`config.mk`:
```
export PLATFORM = sky130hd
export DESIGN_NAME = ordered_queue_with_key_removal
export DESIGN_NICKNAME = d
export VERILOG_FILES = /design/src/hw/rtl/oqkr_pkg.sv /design/src/hw/rtl/oqkr_ctrl.sv /design/src/hw/rtl/oqkr_datapath.sv /design/src/hw/rtl/ordered_queue_with_key_removal.sv
export SDC_FILE = /design/constraint.sdc
export NUM_CORES = 1
export LEC_CHECK = 0
export BUFFER_PORTS_ARGS = -buffer_cell sky130_fd_sc_hd__buf_2
export CAP_MARGIN = 20
export CORE_MARGIN = 1
export CORE_UTILIZATION = 55
export CTS_CLUSTER_DIAMETER = 120
export DETAILED_ROUTE_END_ITERATION = 8
export PLACE_DENSITY = 0.79
export RECOVER_POWER = 50
export SLEW_MARGIN = 20
export SYNTH_ARGS = -nofsm -noshare
export SYNTH_HDL_FRONTEND = slang
export SYNTH_SLANG_ARGS = --single-unit
```
`constraint.sdc`:
```
create_clock -name clock -period 3.6 [get_ports clock]
set_input_delay 0.72 -clock clock [delete_from_list [all_inputs] [get_ports clock]]
set_output_delay 0.72 -clock clock [all_outputs]
set_load 0.02 [all_outputs]
```
`src/hw/rtl/oqkr_pkg.sv`:
```
// Package: types and constants of the ordered queue with key removal.
`default_nettype none
package oqkr_pkg;

   localparam int CAPACITY_DEF = 16;
   localparam int KEY_BITS_DEF = 16;
   localparam int PLATE_W      = 16;
   localparam int OUT_W        = 5;

   localparam logic KIND_ARRIVE = 1'b0;
   localparam logic KIND_DEPART = 1'b1;

   typedef enum logic [1:0] {
      ST_IDLE,
      ST_APPEND,
      ST_SCAN,
      ST_RESP
   } state_type;

   typedef struct packed {
      logic load;    // capture key, clear walk counters
      logic append;  // write key at tail unless full
      logic scan;    // advance compaction walk
      logic commit;  // take compacted length as new count
   } cmd_type;

   typedef struct packed {
      logic scan_done;
   } status_type;

endpackage
`default_nettype wire

```
`src/hw/rtl/oqkr_ctrl.sv`:
```
// Controller state machine of the ordered queue.
`default_nettype none
module oqkr_ctrl (
   input  wire                 clock,
   input  wire                 reset,
   input  wire                 start,
   input  wire                 req_kind,
   input  oqkr_pkg::status_type status,
   output oqkr_pkg::cmd_type    cmd,
   output logic                busy,
   output logic                rsp_valid
);
   import oqkr_pkg::*;

   state_type state_ff;
   state_type state_in;

   always_ff @(posedge clock) begin
      if (reset) begin
         state_ff <= ST_IDLE;
      end else begin
         state_ff <= state_in;
      end
   end

   always_comb begin
      state_in = state_ff;
      unique case (state_ff)
         ST_IDLE: begin
            if (start) begin
               state_in = (req_kind == KIND_DEPART) ? ST_SCAN : ST_APPEND;
            end
         end
         ST_APPEND: state_in = ST_RESP;
         ST_SCAN: begin
            if (status.scan_done) begin
               state_in = ST_RESP;
            end
         end
         ST_RESP: state_in = ST_IDLE;
         default: state_in = ST_IDLE;
      endcase
   end

   always_comb begin
      cmd       = '0;
      busy      = 1'b1;
      rsp_valid = 1'b0;
      unique case (state_ff)
         ST_IDLE: begin
            busy     = 1'b0;
            cmd.load = start;
         end
         ST_APPEND: cmd.append = 1'b1;
         ST_SCAN: begin
            cmd.scan   = 1'b1;
            cmd.commit = status.scan_done;
         end
         ST_RESP: rsp_valid = 1'b1;
         default: busy = 1'b1;
      endcase
   end

endmodule
`default_nettype wire

```
`src/hw/rtl/oqkr_datapath.sv`:
```
// Datapath: key memory, compaction walk and result registers.
`default_nettype none
module oqkr_datapath #(
   parameter int CAPACITY = oqkr_pkg::CAPACITY_DEF,
   parameter int KEY_BITS = oqkr_pkg::KEY_BITS_DEF
) (
   input  wire                              clock,
   input  wire                              reset,
   input  oqkr_pkg::cmd_type                cmd,
   input  wire  [oqkr_pkg::PLATE_W-1:0]     req_plate,
   output oqkr_pkg::status_type             status,
   output logic [oqkr_pkg::OUT_W-1:0]       rsp_occupancy,
   output logic [oqkr_pkg::OUT_W-1:0]       rsp_removed_count,
   output logic                             rsp_rejected
);
   import oqkr_pkg::*;

   localparam int CNT_W  = $clog2(CAPACITY + 1);
   localparam int ADDR_W = $clog2(CAPACITY);

   logic [KEY_BITS-1:0] mem [CAPACITY];

   logic [KEY_BITS-1:0] key_ff;
   logic [KEY_BITS-1:0] rd_data_ff;
   logic                rd_valid_ff;
   logic [CNT_W-1:0]    count_ff;
   logic [CNT_W-1:0]    src_ff;
   logic [CNT_W-1:0]    dst_ff;
   logic [CNT_W-1:0]    removed_ff;
   logic                rejected_ff;

   logic [KEY_BITS+PLATE_W-1:0] key_wide;
   logic [CNT_W+OUT_W-1:0]      occ_wide;
   logic [CNT_W+OUT_W-1:0]      rem_wide;
   logic                        full;
   logic                        issue;
   logic                        match;
   logic                        do_append;

   // plate is masked or zero-extended to the key width
   assign key_wide  = {{KEY_BITS{1'b0}}, req_plate};
   assign full      = (count_ff == CNT_W'(CAPACITY));
   assign do_append = cmd.append && !full;
   assign issue     = cmd.scan && (src_ff != count_ff);
   assign match     = (rd_data_ff == key_ff);

   assign status.scan_done = (src_ff == count_ff) && !rd_valid_ff;

   // read stage at src, compare/write stage at dst in the cycle after; dst < src+1
   always_ff @(posedge clock) begin
      if (do_append) begin
         mem[count_ff[ADDR_W-1:0]] <= key_ff;
      end else if (rd_valid_ff && !match) begin
         mem[dst_ff[ADDR_W-1:0]] <= rd_data_ff;
      end
      if (issue) begin
         rd_data_ff <= mem[src_ff[ADDR_W-1:0]];
      end
      if (cmd.load) begin
         key_ff <= key_wide[KEY_BITS-1:0];
      end
   end

   always_ff @(posedge clock) begin
      if (reset) begin
         count_ff    <= '0;
         src_ff      <= '0;
         dst_ff      <= '0;
         removed_ff  <= '0;
         rejected_ff <= 1'b0;
         rd_valid_ff <= 1'b0;
      end else begin
         rd_valid_ff <= issue;
         if (cmd.load) begin
            src_ff      <= '0;
            dst_ff      <= '0;
            removed_ff  <= '0;
            rejected_ff <= 1'b0;
         end else begin
            if (issue) begin
               src_ff <= src_ff + CNT_W'(1);
            end
            if (rd_valid_ff) begin
               if (match) begin
                  removed_ff <= removed_ff + CNT_W'(1);
               end else begin
                  dst_ff <= dst_ff + CNT_W'(1);
               end
            end
            if (cmd.append && full) begin
               rejected_ff <= 1'b1;
            end
         end
         if (do_append) begin
            count_ff <= count_ff + CNT_W'(1);
         end else if (cmd.commit) begin
            count_ff <= dst_ff;
         end
      end
   end

   assign occ_wide          = {{OUT_W{1'b0}}, count_ff};
   assign rem_wide          = {{OUT_W{1'b0}}, removed_ff};
   assign rsp_occupancy     = occ_wide[OUT_W-1:0];
   assign rsp_removed_count = rem_wide[OUT_W-1:0];
   assign rsp_rejected      = rejected_ff;

endmodule
`default_nettype wire

```
`src/hw/rtl/ordered_queue_with_key_removal.sv`:
```
// Ordered queue of keys with append at the tail and removal of every matching key.
//
// Usage: drive req_kind (0 arrive, 1 depart) and req_plate with start high;
// the item is taken at the edge where start is high and busy is low.
// Arrive appends the key at the tail; on a full queue the key is dropped and
// rsp_rejected is set. Depart removes every entry equal to the key and keeps
// the order of the rest.
// Each item gives one result: rsp_valid is high for exactly one cycle with
// rsp_occupancy, rsp_removed_count and rsp_rejected; the receiver cannot stall.
// A depart walks the queue, reading one entry a cycle through the single read port
// and writing survivors back in the cycle after their read. busy stays high from
// accept through the result cycle, so one item is at work at a time; the next
// item can be taken the cycle after the result.
// Reset empties the queue (count to zero); memory contents are not cleared.
`default_nettype none
module ordered_queue_with_key_removal #(
   parameter int CAPACITY = oqkr_pkg::CAPACITY_DEF,
   parameter int KEY_BITS = oqkr_pkg::KEY_BITS_DEF
) (
   input  wire                           clock,
   input  wire                           reset,
   input  wire                           start,
   output logic                          busy,
   input  wire                           req_kind,
   input  wire  [oqkr_pkg::PLATE_W-1:0]  req_plate,
   output logic                          rsp_valid,
   output logic [oqkr_pkg::OUT_W-1:0]    rsp_occupancy,
   output logic [oqkr_pkg::OUT_W-1:0]    rsp_removed_count,
   output logic                          rsp_rejected
);
   import oqkr_pkg::*;

   cmd_type    cmd;
   status_type status;

   oqkr_ctrl u_ctrl (
      .clock     (clock),
      .reset     (reset),
      .start     (start),
      .req_kind  (req_kind),
      .status    (status),
      .cmd       (cmd),
      .busy      (busy),
      .rsp_valid (rsp_valid)
   );

   oqkr_datapath #(
      .CAPACITY (CAPACITY),
      .KEY_BITS (KEY_BITS)
   ) u_datapath (
      .clock             (clock),
      .reset             (reset),
      .cmd               (cmd),
      .req_plate         (req_plate),
      .status            (status),
      .rsp_occupancy     (rsp_occupancy),
      .rsp_removed_count (rsp_removed_count),
      .rsp_rejected      (rsp_rejected)
   );

endmodule
`default_nettype wire

```
==> results of run 1 <==
[path summary, 6_finish.rpt]
check	endpoint	slack [ns]	depth (start not counted)
setup / recovery	u_datapath.rd_data_ff[4]$_DFFE_PP_	0.45	3
setup reg to reg	u_datapath.rd_data_ff[4]$_DFFE_PP_	0.45	3
hold reg to reg	u_datapath.rsp_rejected$_SDFFE_PP0P_	0.50	2
hold / removal	u_datapath.key_ff[3]$_DFFE_PP_	0.35	1
[layout by cell type, fill, tap and decap left out, drive strengths merged, types with 2 or more instances in the layout]
master    Yosys  layout
a211oi        3       3
nand3         8       8
ha           10      10
nand2         7       7
clkinv        0      11
nor3         10      10
clkinvlp      0       5
o21ai         7       7
a21oi        16      16
nand4        11      11
a21boi        3       3
and2          3       3
a21o          2       2
inv          10      11
dfxtp        24      24
mux2         16      16
nor2b         2       2
clkbuf       13      62
buf          11      32
and3          8       8
mux4         80      80
edfxtp      288     288
xor2         12      12
nand2b        2       2
nor2         24      24
mux2i         4       4
xnor2        19      19
[logic make-up (layout without fill, tap and decap cells)]
logic type               Yosys count  after routing  share of synthesized area (%)
buffers and inverters             34            121                           1.17
XOR/XNOR                          31             31                           2.19
flip-flops                       312            312                           73.8
AO/OA/AOI/OAI                     37             37                           2.31
multiplexers                     100            100                           16.3
AND/OR/NAND/NOR                   78             78                           3.19
adder cells (fa/ha/maj)           10             10                           1.01
[through the flow]
| stage | std cells | utilization, % | total power [W] | area (µm²) | hold WS (ns) |
|---|---|---|---|---|---|
| CTS | 969 | 63.4 | 0.00914 | 13900 | 0.330 |
| global route | 969 | 63.2 | 0.00938 | 13900 | 0.334 |
| global placement | 913 | 59.3 | 0.00616 | 13000 | 0.487 |
| detailed placement | 913 | 59.3 | 0.00627 | 13000 | 0.466 |
| floorplan | 602 | - | 0.00572 | 12400 | 0.484 |
| finish | 969 | 63.2 | 0.00906 | 13900 | 0.346 |
[power by group through the flow]
stage	Sequential (W)	Combinational, W	Clock (W)
floorplan	0.00464	0.00108	0
global placement	0.00469	0.00148	0
detailed placement	0.00471	0.00156	0
CTS	0.00464	0.00159	0.00292
global route	0.00466	0.00167	0.00305
finish	0.00464	0.00153	0.00289
[registers in the layout (all words and copies together) (netlist names), 2 cells and up]
register,count
u_ctrl.state_ff,2
u_datapath.dst_ff,5
u_datapath.src_ff,5
u_datapath.rsp_occupancy,5
u_datapath.rd_data_ff,16
u_datapath.key_ff,16
u_datapath.rsp_removed_count,5
u_datapath.mem,256
[layout make-up]
type                    count  area (µm²)  area share (%)
inverters                  10        37.5           0.271
flip-flops and latches    312        9130            65.8
multi-input cells         256        3140            22.6
clock buffers              39         806            5.81
clock inverters            17        92.6           0.668
repair buffers             55         313            2.26
well taps                 280         350            2.53
[metal layers]
metal / global-route usage, % / routed length, µm / share of wire [%] / up-vias
li1: - / - / - / 2599
met1: 34.5 / 11100 / 43 / 3258
met2: 38.0 / 12800 / 49 / 249
met3: 2.94 / 1490 / 5.7 / 38
met4: 6.32 / 514 / 2.0 / 0
met5: 0 / 0 / 0 / -
==> reports/results.txt, run 1 <==
CP arrival - 3.42 ns
WP buf/inv - 1
clock sinks - 312
max_slew headroom - -23.2%
clock network power share - 31.9%
Post-synth top flop - edfxtp_1
clk slew on worst S/H paths - 0.06 ns
Peak Freq - 318 MHz
# port buffers - 32
most frequent cell on the critical path - mux4_2
nets - 696
hold_buf cts - 0
sw frac - 27.0%
Synth top area share - 69.9%
NetSw - 0.00245 W
Int Pwr - 0.00661 W
Post-CTS Setup Inserts - 0
most common cell in the netlist - edfxtp_1
antenna diode count - 0
critical path's largest stage delay - 1.00 ns
final-layout fill cell count - 1424
DRC viols - 10
first-pass GRT wire length - 40200 µm
WS Path Type - reg -> reg
status - complete, but fails checks
vias in the first global route - 6295
Comb power frac - 16.9%
CP cell instances - clkbuf_2 > mux4_2 > mux4_2
H-tree Lvls - 1
synth unique cells - 41
die area - 0.0231 mm²
CP required - 3.88 ns
global-route usage over all layers - 23.5%
worst vdd ir - 429 µV
via count - 6144
Seq pwr share - 51.2%
Slowest-stage cell, CP - clkbuf_2
Clk Latency, worst-skew pair - 0.55 ns
Post-Route Setup TNS - 0 ns
DR iter-0 viols - 592
DRT Pass-1 Iters - 9
RSZ-0062 raised after global routing - no
total gr overflow - 0
routed length per placed instance - 26.8 µm
YS warnings - 0
Tmin final - 3.15 ns
Mapped Area - 0.0124 mm²
initial antenna violation count - 0
clock tree buffer depth - 3
final max-slew violation count - 34
Rows - 54
starting density of the core - 56.3%
number of routed nets with antenna violations - 0
Commonest cells post-synth - 288 x edfxtp_1, 80 x mux4_2, 24 x dfxtp_1
core area - 0.0220 mm²
num ports - 33
CP delay by family, top - multiplexers
Seq cells post-synth - 312
dominant cells by area after synthesis - edfxtp_1 70%, mux4_2 15%, dfxtp_1 3.9%
Lkg Pwr - 4.33 nW
syn_nets - 632
Worst-Margin Slew - 1.83 ns
Die Wd - 152 µm
worst r2r src - u_datapath.src_ff[0]$_SDFFE_PP0P_
DRT Wirelength - 26000 µm
HP Class - in -> reg
power density cells - 653 mW/mm²
CP Max Fanout - 32
Placer Congestion - 0.935
layout cells sized above 1 - 25.1%
CTS tree - yes
Worst Min Path Start - req_plate[3]
ys async rst share - 0%
Setup Skew - 0.0128 ns
Worst setup EP type - flip-flop
largest net degree at the start of global routing - 42
crit path launch - u_datapath.src_ff[0]$_SDFFE_PP0P_
CTS buffer count - 31
CTS root buf - clkbuf_16
setup ws final - 0.455 ns
DP Worst Slack - 0.584 ns
post-DP HPWL - 16400 µm
failing checks - DRC, capacitance limit, slew limit
Max Cap Viol - 2
Final setup viols - 0
syn_area_per_cell - 20.6 µm²
CTS resizes - 0
area grow syn2layout - 12.1%
Synth Instances - 602
largest area contributor in the netlist - edfxtp_1
sequential area share after synthesis - 73.8%
Tcrit/Tclk final - 87.4%
Final Hold Viols - 0
startpoint types - flip-flop
DR vias/cell - 6.34
number of synthesized flops with an enable pin - 288
Die Y - 152 µm
Power figures use the tool's default switching activity.
==> inputs of run 2 (changes only) <==
==> constraint.sdc (replaced) <==
create_clock -name clock -period 3.2 [get_ports clock]
set_input_delay 0.64 -clock clock [delete_from_list [all_inputs] [get_ports clock]]
set_output_delay 0.64 -clock clock [all_outputs]
set_load 0.02 [all_outputs]
==> reports/results.txt, run 2 (synthesized netlist as in run 1, its figures left out) <==
Lkg Pwr - 4.43 nW (was 4.33 nW)
initial antenna violation count - 0 (unchanged)
worst r2r src - u_datapath.rsp_occupancy[1]$_SDFFE_PP0P_ (was u_datapath.src_ff[0]$_SDFFE_PP0P_)
layout cells sized above 1 - 28.0% (was 25.1%)
Rows - 54 (unchanged)
Placer Congestion - 0.847 (was 0.935)
clock sinks - 312 (unchanged)
# port buffers - 32 (unchanged)
clk slew on worst S/H paths - 0.07 ns (was 0.06 ns)
final cell count without fillers - 983 (was 969)
failing checks - DRC (was DRC, capacitance limit, slew limit)
hold_buf cts - 0 (unchanged)
via count - 6249 (was 6144)
H-tree Lvls - 1 (unchanged)
Peak Freq - 326 MHz (was 318 MHz)
CTS tree - yes (unchanged)
setup ws final - 0.128 ns (was 0.455 ns)
Tcrit/Tclk final - 96.0% (was 87.4%)
Worst-Margin Slew - 1.05 ns (was 1.83 ns)
starting density of the core - 56.3% (unchanged)
Post-CTS Setup Inserts - 0 (unchanged)
CP Max Fanout - 16 (was 32)
first-pass GRT wire length - 40500 µm (was 40200 µm)
largest net degree at the start of global routing - 53 (was 42)
multi-input logic area - 0.00312 mm² (was 0.00314 mm²)
WS Path Type - reg -> reg (unchanged)
CP arrival - 3.29 ns (was 3.42 ns)
Die Wd - 152 µm (unchanged)
register area - 0.00913 mm² (unchanged)
Largest register FFs - 256 (unchanged)
DRC viols - 10 (unchanged)
number of routed nets with antenna violations - 0 (unchanged)
CP required - 3.42 ns (was 3.88 ns)
post-DP HPWL - 16700 µm (was 16400 µm)
max_slew headroom - 29.8% (was -23.2%)
CTS buffer count - 30 (was 31)
routed length per placed instance - 26.8 µm (about the same)
clock tree buffer depth - 3 (unchanged)
DRT Wirelength - 26300 µm (was 26000 µm)
most frequent cells in the layout - 288 x edfxtp_1, 80 x mux4_2, 36 x clkbuf_1 (was 288 x edfxtp_1, 80 x mux4_2, 31 x clkbuf_16)
DR iter-0 viols - 688 (was 592)
Tmin final - 3.07 ns (was 3.15 ns)
die area - 0.0231 mm² (unchanged)
RSZ-0062 raised after global routing - no (unchanged)
power density cells - 743 mW/mm² (was 653 mW/mm²)
DP Worst Slack - 0.160 ns (was 0.584 ns)
WHS - 0.275 ns (was 0.346 ns)
Final Hold Viols - 0 (unchanged)
HP Class - in -> reg (unchanged)
Clk Latency, worst-skew pair - 0.54 ns (was 0.55 ns)
Max Cap Viol - 0 (was 2)
antenna diode count - 0 (unchanged)
CTS root buf - clkbuf_16 (unchanged)
core area - 0.0220 mm² (unchanged)
Die Y - 152 µm (unchanged)
status - complete, but fails checks (unchanged)
most common cell after layout, fill and taps aside - edfxtp_1 (unchanged)
nets - 711 (was 696)
Worst setup EP type - flip-flop (unchanged)
Final setup viols - 0 (unchanged)
DR vias/cell - 6.36 (was 6.34)
CTS resizes - 0 (unchanged)
worst vdd ir - 392 µV (was 429 µV)
vias in the first global route - 6566 (was 6295)
global-route usage over all layers - 23.7% (was 23.5%)
total gr overflow - 0 (unchanged)
crit path launch - u_datapath.rsp_occupancy[1]$_SDFFE_PP0P_ (was u_datapath.src_ff[0]$_SDFFE_PP0P_)
final-layout fill cell count - 1419 (was 1424)
final max-slew violation count - 0 (was 34)
area grow syn2layout - 13.2% (was 12.1%)
startpoint types - flip-flop (unchanged)
Setup Skew - 0.0104 ns (was 0.0128 ns)
num ports - 33 (unchanged)
Worst Min Path Start - req_plate[0] (was req_plate[3])
# placed instances - 929 (was 913)
DRT Pass-1 Iters - 9 (unchanged)
run 2: cell types whose count changed in the layout (fill, tap and decap cells not counted), sizes merged:
cell	before	now
inv	11	10
buf	32	37
clkinvlp	5	1
bufinv	0	1
clkbuf	62	78
clkinv	11	8
run 2: layer usage:
metal | track usage [%] | routed length [µm]
met5 | 0 | 0
met4 | 8.36 | 803
met3 | 3.85 | 2090
met2 | 39.1 | 13000
met1 | 32.5 | 10500
run 2: critical path, cell delays in order (launching register included):
cell       delay [ns]
dfxtp_1          0.38
inv_1            0.15
ha_1             0.16
nor4bb_1         0.51
nor2b_1          0.16
clkbuf_2         0.17
nor2_1           0.10
o2bb2ai_1        0.16
a21boi_1         0.39
and3_1           0.26
buf_4            0.29
run 2: final cells by class:
| class | instances | share of cell area, % |
|---|---|---|
| flip-flops and latches | 312 | 65.2 |
| multi-input cells | 256 | 22.3 |
| clock buffers | 44 | 6.25 |
| repair buffers | 71 | 2.90 |
| well taps | 280 | 2.50 |
| clock inverters | 10 | 0.589 |
| inverters | 10 | 0.268 |
run 2: final timing paths:
| check | depth (start not counted) | slack, ns | to |
|---|---|---|---|
| worst max-delay path | 10 | 0.13 | u_datapath.mem[11][12]$_DFFE_PP_ |
| worst min-delay path | 1 | 0.27 | u_datapath.key_ff[0]$_DFFE_PP_ |
| worst max register to register | 10 | 0.13 | u_datapath.mem[11][12]$_DFFE_PP_ |
| worst min register to register | 2 | 0.51 | u_datapath.rsp_rejected$_SDFFE_PP0P_ |
run 2: report_power, final:
part | switching, W | total [W] | leakage (nW) | internal [W]
clock | 0.00143 | 0.00340 | 0.468 | 0.00197
combinational | 0.00112 | 0.00180 | 1.16 | 0.000675
sequential | 0.000171 | 0.00520 | 2.80 | 0.00503
total | 0.00273 | 0.0104 | 4.43 | 0.00767
run 2: per-stage QoR:
stage / setup TNS [ns] / util, % / cell area [µm²] / total power, W
2_1_floorplan: -10.66 / - / 12400 / 0.00643
3_3_place_gp: 0 / 59.9 / 13100 / 0.00699
3_5_place_dp: 0 / 59.9 / 13100 / 0.00711
4_1_cts: 0 / 64.2 / 14100 / 0.0105
5_1_grt: 0 / 63.8 / 14000 / 0.0107
6_report: 0 / 63.8 / 14000 / 0.0104
